<file path="src/design/dgc_pkg.sv">
// Shared types, constants and the control store for the disk geometry block.
// Holds the microcode program, the sectors-per-track table and the divider
// request/response structs. Depends on nothing.
`timescale 1ns / 1ps

package dgc_pkg;

    // Field and datapath widths.
    localparam int TOTAL_W = 32;
    localparam int KIND_W  = 2;
    localparam int CYL_W   = 16;
    localparam int HEAD_W  = 5;
    localparam int SPT_W   = 8;
    localparam int DVSR_W  = 12;
    localparam int CNT_W   = 5;

    // Source kinds.
    localparam logic [KIND_W-1:0] KIND_FILE  = 2'd0;
    localparam logic [KIND_W-1:0] KIND_SYNTH = 2'd1;

    // Geometry rule constants.
    localparam logic [SPT_W-1:0]   SYNTH_SPT   = 8'd32;
    localparam logic [TOTAL_W-1:0] SMALL_DISK  = 32'd1048576;
    localparam logic [TOTAL_W-1:0] SMALL_CYL   = 32'd1023;
    localparam logic [TOTAL_W-1:0] CYL_A       = 32'd16383;
    localparam logic [TOTAL_W-1:0] CYL_B       = 32'd32767;
    localparam logic [TOTAL_W-1:0] CYL_MAX     = 32'd65535;
    localparam logic [TOTAL_W-1:0] CYL_MAX_SYN = 32'd65534;
    localparam logic [HEAD_W-1:0]  HEAD_FIRST  = 5'd1;
    localparam logic [HEAD_W-1:0]  HEAD_SRCH   = 5'd4;
    localparam logic [HEAD_W-1:0]  HEAD_MIN_B  = 5'd5;
    localparam logic [HEAD_W-1:0]  HEAD_LAST   = 5'd16;
    localparam logic [1:0]         SPT_IDX_LAST = 2'd2;

    typedef logic [4:0] pc_t;

    // Datapath operations carried in a control word.
    typedef enum logic [3:0] {
        OP_NOP,
        OP_ACCEPT,
        OP_DIV_START,
        OP_DIV_WAIT,
        OP_INC_HEAD,
        OP_SRCH_INIT,
        OP_NEXT_SPT,
        OP_EMIT,
        OP_EMIT_ZERO
    } op_t;

    // Jump conditions carried in a control word.
    typedef enum logic [3:0] {
        C_NEVER,
        C_ALWAYS,
        C_EMPTY,
        C_NOT_SYNTH,
        C_SYNTH_STOP,
        C_NOT_EXACT,
        C_ACCEPT,
        C_HEAD_MAX,
        C_LAST_SPT
    } cond_t;

    typedef struct packed {
        op_t   op;
        cond_t cond;
        pc_t   target;
    } ucode_t;

    // Program addresses.
    localparam pc_t A_IDLE      = 5'd0;
    localparam pc_t A_CHK_EMPTY = 5'd1;
    localparam pc_t A_CHK_SYNTH = 5'd2;
    localparam pc_t A_S_DIV     = 5'd3;
    localparam pc_t A_S_WAIT    = 5'd4;
    localparam pc_t A_S_TEST    = 5'd5;
    localparam pc_t A_S_NEXT    = 5'd6;
    localparam pc_t A_S_EXACT   = 5'd7;
    localparam pc_t A_S_EMIT    = 5'd8;
    localparam pc_t A_C_INIT    = 5'd9;
    localparam pc_t A_C_DIV     = 5'd10;
    localparam pc_t A_C_WAIT    = 5'd11;
    localparam pc_t A_C_TEST    = 5'd12;
    localparam pc_t A_C_HEADMAX = 5'd13;
    localparam pc_t A_C_NEXT    = 5'd14;
    localparam pc_t A_C_SPTMAX  = 5'd15;
    localparam pc_t A_C_NEXTSPT = 5'd16;
    localparam pc_t A_C_EMIT    = 5'd17;
    localparam pc_t A_EMPTY     = 5'd18;

    // Divider request and response.
    typedef struct packed {
        logic               start;
        logic [TOTAL_W-1:0] dividend;
        logic [DVSR_W-1:0]  divisor;
    } div_req_t;

    typedef struct packed {
        logic               done;
        logic [TOTAL_W-1:0] quotient;
        logic               rem_zero;
    } div_rsp_t;

    function automatic ucode_t mk_word(op_t op, cond_t cond, pc_t target);
        ucode_t w;
        w.op     = op;
        w.cond   = cond;
        w.target = target;
        return w;
    endfunction

    // The control store. Each step names one datapath operation and an
    // optional jump; a step that does not jump falls through to the next.
    function automatic ucode_t ucode_rom(pc_t pc);
        ucode_t w;
        unique case (pc)
            A_IDLE:      w = mk_word(OP_ACCEPT,    C_NEVER,      A_IDLE);
            A_CHK_EMPTY: w = mk_word(OP_NOP,       C_EMPTY,      A_EMPTY);
            A_CHK_SYNTH: w = mk_word(OP_NOP,       C_NOT_SYNTH,  A_C_INIT);
            A_S_DIV:     w = mk_word(OP_DIV_START, C_NEVER,      A_IDLE);
            A_S_WAIT:    w = mk_word(OP_DIV_WAIT,  C_NEVER,      A_IDLE);
            A_S_TEST:    w = mk_word(OP_NOP,       C_SYNTH_STOP, A_S_EXACT);
            A_S_NEXT:    w = mk_word(OP_INC_HEAD,  C_ALWAYS,     A_S_DIV);
            A_S_EXACT:   w = mk_word(OP_NOP,       C_NOT_EXACT,  A_C_INIT);
            A_S_EMIT:    w = mk_word(OP_EMIT,      C_ALWAYS,     A_IDLE);
            A_C_INIT:    w = mk_word(OP_SRCH_INIT, C_NEVER,      A_IDLE);
            A_C_DIV:     w = mk_word(OP_DIV_START, C_NEVER,      A_IDLE);
            A_C_WAIT:    w = mk_word(OP_DIV_WAIT,  C_NEVER,      A_IDLE);
            A_C_TEST:    w = mk_word(OP_NOP,       C_ACCEPT,     A_C_EMIT);
            A_C_HEADMAX: w = mk_word(OP_NOP,       C_HEAD_MAX,   A_C_SPTMAX);
            A_C_NEXT:    w = mk_word(OP_INC_HEAD,  C_ALWAYS,     A_C_DIV);
            A_C_SPTMAX:  w = mk_word(OP_INC_HEAD,  C_LAST_SPT,   A_C_EMIT);
            A_C_NEXTSPT: w = mk_word(OP_NEXT_SPT,  C_ALWAYS,     A_C_DIV);
            A_C_EMIT:    w = mk_word(OP_EMIT,      C_ALWAYS,     A_IDLE);
            A_EMPTY:     w = mk_word(OP_EMIT_ZERO, C_ALWAYS,     A_IDLE);
            default:     w = mk_word(OP_NOP,       C_ALWAYS,     A_IDLE);
        endcase
        return w;
    endfunction

    // Sectors per track for the general search.
    function automatic logic [SPT_W-1:0] spt_of(logic [1:0] idx);
        logic [SPT_W-1:0] s;
        unique case (idx)
            2'd0:    s = 8'd63;
            2'd1:    s = 8'd127;
            default: s = 8'd255;
        endcase
        return s;
    endfunction

endpackage

</file>
<file path="src/design/dgc_div.sv">
// Serial restoring divider: 32-bit dividend by a 12-bit divisor, one
// quotient bit per cycle. Depends on dgc_pkg for widths and the
// request/response structs.
`timescale 1ns / 1ps

module dgc_div (
    input  logic              clk,
    input  logic              rst_n,
    input  dgc_pkg::div_req_t req,
    output dgc_pkg::div_rsp_t rsp
);

    logic                             busy_reg, busy_next;
    logic                             done_reg, done_next;
    logic [dgc_pkg::CNT_W-1:0]        cnt_reg, cnt_next;
    logic [dgc_pkg::TOTAL_W-1:0]      quo_reg, quo_next;
    logic [dgc_pkg::DVSR_W-1:0]       rem_reg, rem_next;
    logic [dgc_pkg::DVSR_W-1:0]       dvsr_reg, dvsr_next;
    logic [dgc_pkg::DVSR_W:0]         shifted;
    logic [dgc_pkg::DVSR_W+1:0]       diff;

    // The shifted partial remainder is below twice the divisor, so one
    // trial subtraction settles each bit.
    assign shifted = {rem_reg, quo_reg[dgc_pkg::TOTAL_W-1]};
    assign diff    = {1'b0, shifted} - {2'b00, dvsr_reg};

    always_comb
    begin
        busy_next = busy_reg;
        done_next = 1'b0;
        cnt_next  = cnt_reg;
        quo_next  = quo_reg;
        rem_next  = rem_reg;
        dvsr_next = dvsr_reg;
        if (req.start)
        begin
            busy_next = 1'b1;
            cnt_next  = '1;
            quo_next  = req.dividend;
            rem_next  = '0;
            dvsr_next = req.divisor;
        end
        else if (busy_reg)
        begin
            if (diff[dgc_pkg::DVSR_W+1])
            begin
                rem_next = shifted[dgc_pkg::DVSR_W-1:0];
                quo_next = {quo_reg[dgc_pkg::TOTAL_W-2:0], 1'b0};
            end
            else
            begin
                rem_next = diff[dgc_pkg::DVSR_W-1:0];
                quo_next = {quo_reg[dgc_pkg::TOTAL_W-2:0], 1'b1};
            end
            cnt_next = cnt_reg - dgc_pkg::CNT_W'(1);
            if (cnt_reg == '0)
            begin
                busy_next = 1'b0;
                done_next = 1'b1;
            end
        end
    end

    always_ff @(posedge clk or negedge rst_n)
    begin
        if (!rst_n)
        begin
            busy_reg <= 1'b0;
            done_reg <= 1'b0;
            cnt_reg  <= '0;
        end
        else
        begin
            busy_reg <= busy_next;
            done_reg <= done_next;
            cnt_reg  <= cnt_next;
        end
    end

    always_ff @(posedge clk)
    begin
        quo_reg  <= quo_next;
        rem_reg  <= rem_next;
        dvsr_reg <= dvsr_next;
    end

    assign rsp.done     = done_reg;
    assign rsp.quotient = quo_reg;
    assign rsp.rem_zero = (rem_reg == '0);

endmodule

</file>
<file path="src/design/disk_geometry_from_capacity_unit.sv">
// Top level of the disk geometry block: a microcoded sequencer that drives a
// small datapath and a shared serial divider. Depends on dgc_pkg and dgc_div.
`timescale 1ns / 1ps

// The block turns a disk capacity in 512-byte blocks and a source kind into a
// cylinder/head/sector geometry, one result transaction per input transaction.
// It works on one transaction at a time: in_stall is low only while the
// sequencer sits at its idle step. Every candidate geometry costs one 32-bit
// division in the shared serial divider, which produces one quotient bit per
// cycle. A plain file or card needs 1 to 39 candidates, a file with a
// synthesized partition block up to 55; an empty file needs no division.
// The result sits in an output register, so a new transaction is taken
// while the previous result still waits under out_stall.

module disk_geometry_from_capacity_unit (
    input  logic                          clk,
    input  logic                          rst_n,

    input  logic                          in_valid,
    output logic                          in_stall,
    input  logic [dgc_pkg::TOTAL_W-1:0]   total_blocks,
    input  logic [dgc_pkg::KIND_W-1:0]    source_kind,

    output logic                          out_valid,
    input  logic                          out_stall,
    output logic                          updated,
    output logic [dgc_pkg::CYL_W-1:0]     cylinders,
    output logic [dgc_pkg::HEAD_W-1:0]    heads,
    output logic [dgc_pkg::SPT_W-1:0]     sectors_per_track
);

    // Sequencer state.
    dgc_pkg::pc_t    pc_reg, pc_next;
    dgc_pkg::ucode_t uw;
    logic            hold;
    logic            cond_true;

    // Datapath registers.
    logic [dgc_pkg::TOTAL_W-1:0] total_reg, total_next;
    logic                        synth_reg, synth_next;
    logic                        empty_reg, empty_next;
    logic                        small_reg, small_next;
    logic [dgc_pkg::HEAD_W-1:0]  head_reg, head_next;
    logic [dgc_pkg::SPT_W-1:0]   spt_reg, spt_next;
    logic [1:0]                  spt_idx_reg, spt_idx_next;
    logic [dgc_pkg::TOTAL_W-1:0] cyl_reg, cyl_next;
    logic                        exact_reg, exact_next;

    // Output register.
    logic                        out_valid_reg, out_valid_next;
    logic                        updated_reg, updated_next;
    logic [dgc_pkg::CYL_W-1:0]   cyl_out_reg, cyl_out_next;
    logic [dgc_pkg::HEAD_W-1:0]  head_out_reg, head_out_next;
    logic [dgc_pkg::SPT_W-1:0]   spt_out_reg, spt_out_next;
    logic                        out_free;

    // Divider interface.
    dgc_pkg::div_req_t           div_req;
    dgc_pkg::div_rsp_t           div_rsp;
    logic [dgc_pkg::HEAD_W+dgc_pkg::SPT_W-1:0] divisor_full;

    logic                        geo_accept;
    logic [dgc_pkg::TOTAL_W-1:0] cyl_limit;

    dgc_div u_div (
        .clk   (clk),
        .rst_n (rst_n),
        .req   (div_req),
        .rsp   (div_rsp)
    );

    // The current control word comes straight from the control store.
    assign uw = dgc_pkg::ucode_rom(pc_reg);

    // Candidate divisor is heads times sectors per track; at most 16 * 255,
    // which fits the divider's 12-bit divisor.
    assign divisor_full     = head_reg * spt_reg;
    assign div_req.start    = (uw.op == dgc_pkg::OP_DIV_START);
    assign div_req.dividend = total_reg;
    assign div_req.divisor  = divisor_full[dgc_pkg::DVSR_W-1:0];

    // Cylinder limit rules for the general search. A small disk must stay
    // within 1023 cylinders; a larger one is taken under 16383 cylinders, under
    // 32767 with five or more heads, or up to the hard limit.
    assign cyl_limit  = synth_reg ? dgc_pkg::CYL_MAX_SYN : dgc_pkg::CYL_MAX;
    assign geo_accept = small_reg ? (cyl_reg <= dgc_pkg::SMALL_CYL)
                                  : ((cyl_reg < dgc_pkg::CYL_A) ||
                                     ((cyl_reg < dgc_pkg::CYL_B) &&
                                      (head_reg >= dgc_pkg::HEAD_MIN_B)) ||
                                     (cyl_reg <= cyl_limit));

    // The output register can take a new result when empty or being drained.
    assign out_free = !out_valid_reg || !out_stall;

    assign in_stall = (uw.op != dgc_pkg::OP_ACCEPT);

    // Jump condition decoder.
    always_comb
    begin
        unique case (uw.cond)
            dgc_pkg::C_NEVER:      cond_true = 1'b0;
            dgc_pkg::C_ALWAYS:     cond_true = 1'b1;
            dgc_pkg::C_EMPTY:      cond_true = empty_reg;
            dgc_pkg::C_NOT_SYNTH:  cond_true = !synth_reg;
            // The 32-sector search stops at an exact fit under the limit, or
            // at the last head count whatever the fit.
            dgc_pkg::C_SYNTH_STOP: cond_true = ((cyl_reg <= dgc_pkg::CYL_MAX_SYN) &&
                                                exact_reg) ||
                                               (head_reg == dgc_pkg::HEAD_LAST);
            dgc_pkg::C_NOT_EXACT:  cond_true = !exact_reg;
            dgc_pkg::C_ACCEPT:     cond_true = geo_accept;
            dgc_pkg::C_HEAD_MAX:   cond_true = (head_reg == dgc_pkg::HEAD_LAST);
            dgc_pkg::C_LAST_SPT:   cond_true = (spt_idx_reg == dgc_pkg::SPT_IDX_LAST);
            default:               cond_true = 1'b0;
        endcase
    end

    // A step holds while waiting for an input transaction, for the divider,
    // or for room in the output register.
    always_comb
    begin
        unique case (uw.op) inside
            dgc_pkg::OP_ACCEPT:    hold = !in_valid;
            dgc_pkg::OP_DIV_WAIT:  hold = !div_rsp.done;
            dgc_pkg::OP_EMIT,
            dgc_pkg::OP_EMIT_ZERO: hold = !out_free;
            default:               hold = 1'b0;
        endcase
    end

    always_comb
    begin
        if (hold)
        begin
            pc_next = pc_reg;
        end
        else if (cond_true)
        begin
            pc_next = uw.target;
        end
        else
        begin
            pc_next = pc_reg + dgc_pkg::pc_t'(1);
        end
    end

    // Datapath operations.
    always_comb
    begin
        total_next   = total_reg;
        synth_next   = synth_reg;
        empty_next   = empty_reg;
        small_next   = small_reg;
        head_next    = head_reg;
        spt_next     = spt_reg;
        spt_idx_next = spt_idx_reg;
        cyl_next     = cyl_reg;
        exact_next   = exact_reg;
        unique case (uw.op)
            dgc_pkg::OP_ACCEPT:
            begin
                if (in_valid)
                begin
                    total_next   = total_blocks;
                    synth_next   = (source_kind == dgc_pkg::KIND_SYNTH);
                    // Only files can be empty; a zero-size card is computed.
                    empty_next   = ((source_kind == dgc_pkg::KIND_FILE) ||
                                    (source_kind == dgc_pkg::KIND_SYNTH)) &&
                                   (total_blocks == '0);
                    small_next   = (total_blocks <= dgc_pkg::SMALL_DISK);
                    head_next    = dgc_pkg::HEAD_FIRST;
                    spt_next     = dgc_pkg::SYNTH_SPT;
                    spt_idx_next = 2'd0;
                end
            end
            dgc_pkg::OP_DIV_WAIT:
            begin
                if (div_rsp.done)
                begin
                    cyl_next   = div_rsp.quotient;
                    exact_next = div_rsp.rem_zero;
                end
            end
            dgc_pkg::OP_INC_HEAD:
            begin
                head_next = head_reg + dgc_pkg::HEAD_W'(1);
            end
            dgc_pkg::OP_SRCH_INIT:
            begin
                head_next    = dgc_pkg::HEAD_SRCH;
                spt_idx_next = 2'd0;
                spt_next     = dgc_pkg::spt_of(2'd0);
            end
            dgc_pkg::OP_NEXT_SPT:
            begin
                head_next    = dgc_pkg::HEAD_SRCH;
                spt_idx_next = spt_idx_reg + 2'd1;
                spt_next     = dgc_pkg::spt_of(spt_idx_reg + 2'd1);
            end
            default:
            begin
            end
        endcase
    end

    // Output register. A file with a synthesized partition block reports one
    // extra cylinder; the count wraps to 16 bits. When nothing fitted, the
    // head register has run on to 17 and the last quotient is reported.
    always_comb
    begin
        out_valid_next = out_valid_reg && out_stall;
        updated_next   = updated_reg;
        cyl_out_next   = cyl_out_reg;
        head_out_next  = head_out_reg;
        spt_out_next   = spt_out_reg;
        if (uw.op == dgc_pkg::OP_EMIT && out_free)
        begin
            out_valid_next = 1'b1;
            updated_next   = 1'b1;
            cyl_out_next   = cyl_reg[dgc_pkg::CYL_W-1:0] +
                             {{(dgc_pkg::CYL_W-1){1'b0}}, synth_reg};
            head_out_next  = head_reg;
            spt_out_next   = spt_reg;
        end
        else if (uw.op == dgc_pkg::OP_EMIT_ZERO && out_free)
        begin
            out_valid_next = 1'b1;
            updated_next   = 1'b0;
            cyl_out_next   = '0;
            head_out_next  = '0;
            spt_out_next   = '0;
        end
    end

    always_ff @(posedge clk or negedge rst_n)
    begin
        if (!rst_n)
        begin
            pc_reg        <= dgc_pkg::A_IDLE;
            out_valid_reg <= 1'b0;
        end
        else
        begin
            pc_reg        <= pc_next;
            out_valid_reg <= out_valid_next;
        end
    end

    always_ff @(posedge clk)
    begin
        total_reg    <= total_next;
        synth_reg    <= synth_next;
        empty_reg    <= empty_next;
        small_reg    <= small_next;
        head_reg     <= head_next;
        spt_reg      <= spt_next;
        spt_idx_reg  <= spt_idx_next;
        cyl_reg      <= cyl_next;
        exact_reg    <= exact_next;
        updated_reg  <= updated_next;
        cyl_out_reg  <= cyl_out_next;
        head_out_reg <= head_out_next;
        spt_out_reg  <= spt_out_next;
    end

    assign out_valid         = out_valid_reg;
    assign updated           = updated_reg;
    assign cylinders         = cyl_out_reg;
    assign heads             = head_out_reg;
    assign sectors_per_track = spt_out_reg;

endmodule

</file>
<file path="config.mk">
export PLATFORM = sky130hd
export DESIGN_NAME = disk_geometry_from_capacity_unit
export DESIGN_NICKNAME = d
export VERILOG_FILES = /design/src/design/dgc_pkg.sv /design/src/design/dgc_div.sv /design/src/design/disk_geometry_from_capacity_unit.sv
export SDC_FILE = /design/constraint.sdc
export NUM_CORES = 1
export LEC_CHECK = 0
export BUFFER_PORTS_ARGS = -buffer_cell sky130_fd_sc_hd__clkbuf_2
export CAP_MARGIN = 20
export CORE_ASPECT_RATIO = 0.6
export CORE_MARGIN = 1
export CORE_UTILIZATION = 28
export CTS_CLUSTER_SIZE = 8
export DETAILED_ROUTE_END_ITERATION = 10
export PLACE_DENSITY = 0.49
export SLEW_MARGIN = 20
export SYNTH_ARGS = -nofsm -noshare
export SYNTH_HDL_FRONTEND = slang
export SYNTH_SLANG_ARGS = --single-unit
</file>
<file path="constraint.sdc">
create_clock -name clk -period 6.9 [get_ports clk]
set_clock_uncertainty 0.1 [all_clocks]
set_input_delay 0.345 -clock clk [delete_from_list [all_inputs] [get_ports clk]]
set_output_delay 0.345 -clock clk [all_outputs]
set_load 0.1 [all_outputs]
</file>
==> flow_results.org <==
** Status
- The run finished with clean final reports.

** Timing
- Static timing analysis puts the maximum clock frequency at roughly 220 MHz.
- RSZ-0062 raised after global routing :: false
- For the pin with the worst max-slew slack, the measured transition is 1.02 ns.
- Fraction of the cycle the final worst path needs :: around 65%
- The routed design could run at a clock period as short as about 4.5 ns.
- Hold violation total from the final report :: 0
- Count of final max-slew check failures :: 0
- In this run the tightest slew margin relative to its limit is between 30% and 40%.
- Setup violations remaining at the end of the flow were counted as 0.
- In the final timing run, aggregate negative setup slack is 0 ns.

** Clock tree
- After clock tree synthesis, the clock-pin slew on the worst setup and hold paths is roughly 0.07 ns.
- Buffers inserted by post-CTS timing repair :: 0
- Clock tree from TritonCTS :: done
- Sinks on the clock net :: around 170
- H-tree lvl count :: 4
- Counting along the longest clock path gives a buffer depth of 2.
- CTS placed an instance of clkbuf_16 at the clock tree root.
- For the worst-skew pair, the clock arrives at the later sink with an insertion delay of between 0.4 and 0.5 ns.
- Buffers inserted during clock tree synthesis total 17.

** Global route
- Summed over all layers, the global routing overflow is 0.
- Overall global routing resource usage :: between 10 and 15%
- Number of antenna violations at the first check in global routing :: 0
- The first global-routing pass estimated between 30 and 40 mm of wire.
- Entering global routing, the biggest net connects 37 pins.
- Via count of the first global-routing pass :: 5441

** Place
- HPWL after detailed placement :: ~14 mm
- Port buffering added between 60 and 70 buffers.
- Final weighted congestion in routability-driven placement :: a little under 0.8
- Once placement finished, the instance area stood at between 0.009 and 0.01 mm2.

** Critical path
- WS Path Type :: reg -> reg
- Worst Setup Start Kind :: register
- CP Launch Point :: head_reg[4]$_SDFFCE_PN0P_
- Reg2Reg Launch Point :: head_reg[4]$_SDFFCE_PN0P_
- Required time of the worst setup path :: approximately 7.0 ns
- Data arrives at the worst endpoint at ~4.6 ns.
- CP endpoint kind :: register
- Of all nets on the critical path, the largest fanout is 7.

** Floorplan
- The floorplan step set the die height to 141 um.
- The die covers ~0.033 mm2.
- CORE AREA :: 0.0313 mm2
- Boundary Pins :: 70
- The initial utilization of the core area, before any placement, comes to 28.6%.
- In this run the horizontal extent of the chip is ~230 um.
- Row generation in the floorplan step produced 50 rows.

** Detailed routing
- Length of the first detailed-routing pass in iterations :: 5
- Ratio of routed vias to standard cells :: roughly 4.6
- For this block, the via count after detailed routing is 5666.
- The count of nets left with antenna violations once routing finished came out at 0.
- Summed over all layers, the routed wires come to about 20 mm.
- For this run, design rule violations remaining after detail routing come to 0.
- After the first detailed-routing iteration, the DRC count stood at 439.
- Drt wl/cell :: between 15 and 20 um

** Logic synthesis
- Number of different library cells in the post-synthesis netlist :: 69
- Synth async-reset ratio :: 7.51%
- When the netlist entered floorplanning its net count stood at between 800 and 900.
- For this run, the leading register cell type out of synthesis is edfxtp_1.
- Synthesis inferred approximately 170 register bits.
- Synthesis produced 720 cells.
- Post-Synthesis Cell Area :: 0.00895 mm2
- Dividing the synthesized area by the synthesized cell count gives 12.4 um2.
- Sequential element share of the synthesized area :: around 56%
- The Yosys step of the flow raised 0 warnings.
- The largest total area in the synthesized netlist belongs to edfxtp_1.
- Leading post-synthesis cells by cell area :: edfxtp_1, ha_1, dfrtp_1
- Number of enable-type register cells in the synthesized netlist :: 147
- Area share of the leading cell type in the synthesized netlist :: ~50%

** Final layout
- Finished Cell Area :: ~0.010 mm2
- Cells with a size suffix above 1 make up 18.4% of the layout.
- Fin nets :: just over 900
- Layout filler cell count :: just over 3k
- The repair_antennas step left the layout with diodes totalling 0.
- Compared with the post-synthesis result, the final layout area differs by 16.7%.

** Worst hold path
- Min-delay worst type :: in -> reg
- Launch point of the worst hold path :: total_blocks[17]

** Job
- The tool flagged a number of max-cap violations equal to 0.
[critical path, cell delays in order, from the launching register on]
cell       delay, ns
edfxtp_1        0.51
and2_1          0.27
fa_1            0.54
inv_1           0.10
fa_1            0.51
fa_1            0.51
inv_1           0.04
ha_1            0.32
a21oi_1         0.22
o21bai_1        0.11
a2111oi_0       0.58
o31ai_1         0.14
a21oi_1         0.20
xnor2_1         0.08
[stage by stage]
step	setup WS (ns)	utilization (%)	cells	hold slack, ns
final	2.40	33.3	1236	0.0242
after global routing	2.16	33.3	1236	0.00129
after CTS	2.38	33.3	1234	0.0000173
after detailed placement	2.40	31.1	1188	0.185
after global placement	2.49	31.1	1188	0.196
after floorplan	2.71	-	720	-0.0506
[synth_stat cells (all sizes together), types with 4 or more instances]
| library cell | instances |
|---|---|
| o31a | 4 |
| edfxtp | 147 |
| a21oi | 28 |
| nor4 | 24 |
| xor2 | 12 |
| o21a | 6 |
| dfrtp | 13 |
| mux2i | 11 |
| inv | 67 |
| ha | 50 |
| nor3 | 10 |
| nand2b | 4 |
| nand3 | 18 |
| dfxtp | 13 |
| nor2b | 5 |
| and2 | 18 |
| clkbuf | 8 |
| nand4b | 4 |
| fa | 15 |
| xnor2 | 27 |
| nand2 | 35 |
| and3 | 5 |
| nor2 | 54 |
| a21o | 5 |
| mux2 | 33 |
| o211ai | 5 |
| o21ai | 25 |
| a31oi | 9 |
| nand4 | 9 |
| buf | 13 |
[kinds of logic after synthesis]
kind of cell	after synthesis	synth area share (%)
AOI/OAI and AO/OA	112	8.92
xor gates and xnor gates	39	3.82
adders and majority gates	65	10.3
buffers and inverters	88	4.09
DFF	173	55.8
muxes	44	5.42
and+or+nand+nor	199	11.6
[placed cells by master, fill, tap and decap left out, types with 8 or more instances in the layout]
cell	count
nor3_1	10
fa_1	15
dfrtp_1	13
xor2_1	12
dfxtp_1	13
o21ai_0	22
a21oi_1	27
nand2_1	35
ha_1	50
mux2i_1	11
nor4_1	23
inv_1	66
xnor2_1	27
nor2_1	53
a31oi_1	9
mux2_2	28
nand3_1	17
and2_1	17
edfxtp_1	147
dlygate4sd3_1	17
nand4_1	8
clkbuf_2	69
clkbuf_16	17
[metal layers]
metal  track usage [%]  wire, um  part of all wire [%]
met5                 0         0                     0
met4              3.30       245                   1.2
met3              2.81       576                   2.9
met2              17.5      8240                    42
met1              19.4     10700                    54
[repair_timing]
action	CTS	global route
setup endpoints to repair	0	0
hold buffers	15	2
hold endpoints to repair	27	2
resized for setup	0	0
[path summary, 6_finish.rpt]
kind	endpoint	slack [ns]	depth (start not counted)
worst max register to register	u_div.dvsr_reg[11]$_DFFE_PP_	2.40	13
min in group asynchronous	pc_reg[0]$_DFFE_PN0P_	0.27	2
max in group asynchronous	u_div.cnt_reg[1]$_DFFE_PN0P_	6.14	2
worst min register to register	cyl_reg[26]$_DFFE_PP_	0.34	0
worst min-delay path	total_reg[17]$_DFFE_PP_	0.02	1
worst max-delay path	u_div.dvsr_reg[11]$_DFFE_PP_	2.40	13
[layout make-up]
| class | count | area (um2) | area share [%] |
|---|---|---|---|
| sequential | 173 | 5000 | 47.9 |
| multi-input combinational | 459 | 3590 | 34.4 |
| timing repair buffer | 90 | 546 | 5.22 |
| tap | 416 | 520 | 4.98 |
| clock buffer | 18 | 429 | 4.11 |
| inverter | 67 | 251 | 2.41 |
| clock inverter | 13 | 109 | 1.04 |
Power is left out: the tool's default activity adds up to more than one toggle a clock period on the data nets, which glitch-free logic cannot reach.
